File: src/design/lzhc_pkg.sv
package lzhc_pkg;

    localparam int WINDOW_MAX   = 4096;
    localparam int LEN_MAX      = 256;
    localparam int WIN_MIN      = 16;
    localparam int LEN_MIN      = 4;
    localparam int HASH_W       = 14;
    localparam int HASH_ENTRIES = 1 << HASH_W;
    localparam int RING_DEPTH   = WINDOW_MAX + LEN_MAX;
    localparam int NEXT_DEPTH   = WINDOW_MAX + HASH_ENTRIES;
    localparam int RING_AW      = $clog2(RING_DEPTH);
    localparam int NEXT_AW      = $clog2(NEXT_DEPTH);
    localparam int POS_W        = $clog2(WINDOW_MAX);
    localparam int WIN_W        = 13;
    localparam int LEN_W        = 9;
    localparam int PTR_W        = 16;
    localparam int QUEUE_DEPTH  = 4;
    localparam int QUEUE_AW     = $clog2(QUEUE_DEPTH);
    localparam int PADDR_W      = 3;
    localparam int PDATA_W      = 32;

    localparam logic [1:0] OP_PRELOAD   = 2'd0;
    localparam logic [1:0] OP_ADV_LINK  = 2'd1;
    localparam logic [1:0] OP_ADV_PLAIN = 2'd2;
    localparam logic [1:0] OP_SEARCH    = 2'd3;

    localparam logic REG_WINDOW_SIZE = 1'b0;
    localparam logic REG_MAX_LEN     = 1'b1;

    typedef struct packed {
        logic [1:0] operation;
        logic [7:0] data_byte;
    } item_t;

    typedef struct packed {
        logic [LEN_W-1:0] match_length;
        logic [WIN_W-1:0] match_offset;
    } result_t;

    typedef enum logic [1:0] {
        K_PRELOAD,
        K_ADVANCE,
        K_SEARCH
    } kind_t;

    typedef struct packed {
        kind_t      kind;
        logic       link;
        logic [7:0] data;
    } q_item_t;

    typedef struct packed {
        logic             ok;
        logic [PTR_W-1:0] ptr;
    } link_t;

endpackage

File: src/design/lzhc_front.sv
module lzhc_front
    import lzhc_pkg::*;
(
    input  logic    clk,
    input  logic    rst_n,
    input  logic    item_valid,
    output logic    item_ready,
    input  item_t   item,
    input  logic    clearing,
    output logic    q_valid,
    output q_item_t q_item,
    input  logic    q_pop
);

    q_item_t             slot_reg [QUEUE_DEPTH];
    logic [QUEUE_AW-1:0] wr_ptr_reg;
    logic [QUEUE_AW-1:0] rd_ptr_reg;
    logic [QUEUE_AW:0]   count_reg;
    q_item_t             cls;
    logic                push;
    logic                pop;

    // classify the beat before queueing it
    always_comb
    begin
        cls.data = item.data_byte;
        cls.link = (item.operation == OP_ADV_LINK);
        case (item.operation)
            OP_PRELOAD:   cls.kind = K_PRELOAD;
            OP_ADV_LINK:  cls.kind = K_ADVANCE;
            OP_ADV_PLAIN: cls.kind = K_ADVANCE;
            OP_SEARCH:    cls.kind = K_SEARCH;
            default:      cls.kind = K_SEARCH;
        endcase
    end

    assign item_ready = !clearing && (count_reg != (QUEUE_AW+1)'(QUEUE_DEPTH));
    assign push       = item_valid && item_ready;
    assign q_valid    = (count_reg != '0);
    assign q_item     = slot_reg[rd_ptr_reg];
    assign pop        = q_pop && q_valid;

    always_ff @(posedge clk)
    begin
        if (push)
        begin
            slot_reg[wr_ptr_reg] <= cls;
        end
    end

    always_ff @(posedge clk or negedge rst_n)
    begin
        if (!rst_n)
        begin
            wr_ptr_reg <= '0;
            rd_ptr_reg <= '0;
            count_reg  <= '0;
        end
        else
        begin
            if (push)
            begin
                wr_ptr_reg <= wr_ptr_reg + 1'b1;
            end
            if (pop)
            begin
                rd_ptr_reg <= rd_ptr_reg + 1'b1;
            end
            if (push && !pop)
            begin
                count_reg <= count_reg + 1'b1;
            end
            else if (pop && !push)
            begin
                count_reg <= count_reg - 1'b1;
            end
        end
    end

endmodule

File: config.mk
export PLATFORM = sky130hd
export DESIGN_NAME = lzhc_front
export DESIGN_NICKNAME = d
export VERILOG_FILES = /design/src/design/lzhc_pkg.sv /design/src/design/lzhc_front.sv
export SDC_FILE = /design/constraint.sdc
export NUM_CORES = 1
export LEC_CHECK = 0
export BUFFER_PORTS_ARGS = -buffer_cell sky130_fd_sc_hd__clkbuf_2
export CAP_MARGIN = 15
export CORE_UTILIZATION = 50
export CTS_CLUSTER_DIAMETER = 120
export CTS_CLUSTER_SIZE = 30
export DETAILED_ROUTE_END_ITERATION = 10
export PLACE_DENSITY = 0.72
export SYNTH_ARGS = -nofsm -noshare
export SYNTH_HDL_FRONTEND = slang
export SYNTH_SLANG_ARGS = --single-unit
export TNS_END_PERCENT = 1
File: constraint.sdc
create_clock -name clk -period 2.7 [get_ports clk]
set_input_delay 0.27 -clock clk [delete_from_list [all_inputs] [get_ports clk]]
set_output_delay 0.27 -clock clk [all_outputs]
set_load 0.02 [all_outputs]
## Yosys cells after proc, flatten, opt, wreduce, memory -nomap -nowiden

Memories as Yosys holds them, arrays and structs flattened.
Index checks and enable logic that the tools add are counted.

| operators by class | value |
|---|---|
| $add $sub $neg | 4 |
| eq/ne operators | 4 |
| mux-type cells | 5 |
| reduce and logical (&&, ||, !) cells | 12 |

Operator list:

| cell | count |
|---|---|
| $mux W3 | 2 |
| $pmux W2 S3 | 1 |
| $logic_and A1 B1 Y1 | 5 |
| $add A2 B1 Y2 const B | 2 |
| $eq A2 B2 Y1 const B | 2 |
| $add A3 B1 Y3 const B | 1 |
| $logic_not A1 Y1 | 3 |
| $ne A3 B3 Y1 const B | 1 |
| $reduce_bool A3 Y1 | 1 |
| $sub A3 B1 Y3 const B | 1 |
| $eq A2 B1 Y1 const B | 1 |
| $logic_not A2 Y1 | 1 |
| $mux W1 | 2 |
| $reduce_bool A2 Y1 | 1 |
| $reduce_or A2 Y1 | 1 |

| storage, ports and cells | value |
|---|---|
| bits in registers | 7 |
| memory bits (writable) | 44 |
| input bits | 15 |
| output and inout port bits | 13 |
| word-level logic and storage cells | 29 |
| memories | 1 |

Memories:

| memory | depth | bits a word | read ports | clocked after Yosys merged registers in | write ports | line | source |
|---|---|---|---|---|---|---|---|
| slot_reg | 4 | 11 | 1 | 0 | 1 | lzhc_front.sv:15 | `q_item_t slot_reg [QUEUE_DEPTH];` |

## Logic depth before layout (Yosys ltp)

| depth | value |
|---|---|
| word-level depth | 7 |
| gate-level depth with buffers | 8 |
| depth with buffers taken out | 8 |

## Least setup slack after synthesis

No wires, ideal clock.

| timing path | value |
|---|---|
| kind | register to register |
| start point | reg count_reg[0] |
| end point | reg count_reg[2] |
| setup time | 0.079 ns |
| arrival | 1.936 ns |
| required time | 2.621 ns |
| path slack | 0.685 ns |
| cell stages (with the launch flop) | 9 |
| buffers on the path | 0 |
| period minus slack after synthesis | 2.015 ns |
| cell sequence | dfrtp_1 or3_4 nand2_1 ha_1 inv_1 fa_1 xor2_1 nor2_1 xor2_1 |

| between the ends | value |
|---|---|
| elaborated cells between the ends (all ways) | 14 |
| classes of those cells | 2 x add/sub; 1 x eq/ne; 2 x mux; 9 x reduce/logical |

RTL lines:

| element | line | source |
|---|---|---|
| from (decl) | lzhc_front.sv:18 | `logic [QUEUE_AW:0] count_reg;` |
| from (signal assigned) | lzhc_front.sv:71 | `count_reg <= count_reg + 1'b1;` |
| from (signal assigned) | lzhc_front.sv:75 | `count_reg <= count_reg - 1'b1;` |
| $reduce_bool A3 Y1 (*) | lzhc_front.sv:39 | `assign q_valid = (count_reg != '0);` |
| named net q_valid | lzhc_front.sv:10 | `output logic q_valid,` |
| $logic_and A1 B1 Y1 (*) | lzhc_front.sv:41 | `assign pop = q_pop && q_valid;` |
| $logic_not A1 Y1 | lzhc_front.sv:69 | `if (push && !pop)` |
| $logic_and A1 B1 Y1 | lzhc_front.sv:69 |  |
| $mux W3 or $reduce_bool A2 Y1 (tied branches) | -- |  |

The timed path passes the listed nets; every way through them passes the cells marked *. The select of a mux whose other input is x is not followed.
A chain may end at the register's enable or synchronous reset.

==> flow_metrics.env <==
export IMPL_status="finished clean"
export IMPL_synth_area_per_cell_um2=21.2
export IMPL_cts_buffer_depth=2
export IMPL_crit_type="flip-flop to output port"
export IMPL_synth_seq_cells=51
export IMPL_ctsHoldBuffers=1
export IMPL_final_layout_size_suffix_gt1_share_pct=34.1
export IMPL_setup_viol=0
export IMPL_netlist_instances=97
export IMPL_worstSetupEndpoint="q_item[10]"
export IMPL_die_h_um=66.1
export IMPL_rrSetupSlack_ns=0.64
export IMPL_reg2reg_to="count_reg[2]$_DFFE_PN0P_"
export IMPL_die_area_mm2=0.00437
export IMPL_period_share_pct=81.8
export IMPL_initial_core_util_pct=54.1
export IMPL_die_w_um=66.1
export IMPL_crit_path_end_kind="output port"
export IMPL_cts_root_buf="clkbuf_8"
export IMPL_finalHoldViolCount=0
export IMPL_wl_mm=2.81
export IMPL_port_buffers=27
export IMPL_fin_skew_ns=0.00748
export IMPL_slew_headroom_pct=53.3
export IMPL_reg2reg_from="count_reg[0]$_DFFE_PN0P_"
export IMPL_n_antenna_cell=0
export IMPL_max_freq_mhz=453
export IMPL_syn_nets=120
export IMPL_grt_max_degree=15
export IMPL_worst_pin_slew_ns=0.701
export IMPL_post_cts_resized=0
export IMPL_drc=0
export IMPL_maxCapViolCount=0
export IMPL_antenna_found_initial=0
export IMPL_wl_per_cell_um=15.6
export IMPL_ir_drop_uv=461
export IMPL_gp_congestion=0.707
export IMPL_drt_iter0_markers=35
export IMPL_drtAntennaViolNets=0
export IMPL_dp_hpwl_mm=1.92
export IMPL_min_period_ns=2.21
export IMPL_cp_start_kind="flip-flop"
export IMPL_num_vias=934
export IMPL_cts_buffers=5
export IMPL_vias_per_cell=5.19
export IMPL_p_total_mw=2.22
export IMPL_rsz0062_at_grt="false"
export IMPL_grt_total_usage_pct=15.3
export IMPL_worst_ep_required_time_ns=2.43
export IMPL_clock_sinks=51
export IMPL_grt_pass1_wl_mm=4.41
export IMPL_core_mm2=0.00380
export IMPL_h_tree_depth=2
export IMPL_ys_seq_area_share_pct=72.9
export IMPL_num_io_pins=28
export IMPL_cts_tree="done"
export IMPL_slew_viol_final=0
export IMPL_rows=22
export IMPL_clk_pin_slew_ns=0.08
export IMPL_overflow=0
export IMPL_power_per_cell_area_mw_per_mm2=953
export IMPL_area_growth_pct=13.5
export IMPL_yosysWarnings=0
export IMPL_clock_latency_ns=0.30
export IMPL_largest_register_ffs=44
export IMPL_p_leak_nw=0.867
export IMPL_layout_setup_ws_ns=0.490
export IMPL_setup_tns_ns=0
export IMPL_worst_path_max_fanout=12
export IMPL_first_pass_iters=4
export IMPL_nNetsFinal=154
export IMPL_syn_area_mm2=0.00205
export IMPL_dp_slack_ns=0.643
export IMPL_cp_startpoint="rd_ptr_reg[0]$_DFFE_PN0P_"
export IMPL_post_cts_buffers=0
export IMPL_hold_path_class="input port to flip-flop"
export IMPL_cp_arrival_ns=1.94
export IMPL_grt_pass1_vias=967
export IMPL_reg2regPathDepth=8
export IMPL_yosysUniqueCellTypes=20
final cells by class:
| cell class | count | area (µm²) |
|---|---|---|
| clock buffers | 6 | 72.6 |
| clock inverters | 2 | 7.51 |
| fillers | 290 | 1470 |
| inverters | 5 | 18.8 |
| multi-input cells | 39 | 522 |
| flip-flops and latches | 51 | 1500 |
| well taps | 48 | 60.1 |
| repair buffers | 29 | 153 |
power breakdown:
group / leakage [nW] / switching (mW) / internal [mW] / total, mW
Sequential: 0.482 / 0.147 / 0.989 / 1.14
Clock: 0.0403 / 0.220 / 0.177 / 0.397
Combinational: 0.344 / 0.344 / 0.343 / 0.686
Total: 0.867 / 0.711 / 1.51 / 2.22
per-stage QoR:
stage | instances | util (%) | instance area (µm²) | hold WS (ns)
floorplan | 97 | - | 2050 | -0.0256
global placement | 171 | 59.0 | 2240 | 0.114
detailed placement | 171 | 59.0 | 2240 | 0.119
CTS | 180 | 61.3 | 2330 | 0.180
global route | 180 | 61.3 | 2330 | 0.175
finish | 180 | 61.3 | 2330 | 0.186
cell usage in the layout (no fill, tap or decap), drive strengths merged:
cell          n
edfxtp       44
clkbuf       33
mux4         11
ha            7
dfrtp         7
inv           5
and2          4
xnor2         4
nor2          2
mux2          2
xor2          2
clkinv        2
a21oi         2
nand2b        1
or3           1
nand2         1
nand3         1
fa            1
dlygate4sd3   1
buf           1
cells in the mapped netlist:
library cell / n / share of area [%]
a21oi_1: 1 / 0.24
a21oi_4: 1 / 0.79
and2_1: 4 / 1.2
buf_2: 1 / 0.24
buf_6: 1 / 0.55
dfrtp_1: 7 / 8.5
edfxtp_1: 44 / 64
fa_1: 1 / 0.98
ha_1: 7 / 4.3
inv_1: 5 / 0.91
mux2_2: 2 / 1.1
mux4_1: 3 / 3.8
mux4_2: 8 / 8.8
nand2_1: 1 / 0.18
nand2b_1: 1 / 0.30
nand3_1: 1 / 0.24
nor2_1: 2 / 0.37
or3_4: 1 / 0.55
xnor2_1: 4 / 1.7
xor2_1: 2 / 0.85
how the worst min path moves through the flow:
stage / from / end / slack [ns] / cells past startpoint
final: item[0] / slot_reg[0][0]$_DFFE_PP_ / 0.19 / 1
after global routing: item[4] / slot_reg[0][4]$_DFFE_PP_ / 0.17 / 1
after CTS: item[4] / slot_reg[1][4]$_DFFE_PP_ / 0.18 / 1
after detailed placement: rst_n / wr_ptr_reg[1]$_DFFE_PN0P_ / 0.12 / 1
after global placement: rst_n / wr_ptr_reg[1]$_DFFE_PN0P_ / 0.11 / 1
after floorplan: rst_n / count_reg[0]$_DFFE_PN0P_ / -0.03 / 0
critical path: stages, from the launching register on:
cell      delay (ns)
dfrtp_1         0.80
mux4_1          0.66
clkbuf_2        0.18
per-layer routing:
metal	up-vias	track usage [%]	part of all wire, %
li1	443	-	-
met1	464	17.0	40
met2	20	25.5	53
met3	7	3.79	4.2
met4	0	10.6	2.3
met5	-	0	0
logic make-up after synthesis:
group	synth area share [%]
adders and majority gates	5.24
buffers and inverters	1.71
DFF	72.9
AOI/OAI and AO/OA	1.04
and+or+nand+nor	2.86
xor gates and xnor gates	2.56
muxes	13.7
No activity file was read; power rests on OpenSTA's default activity.
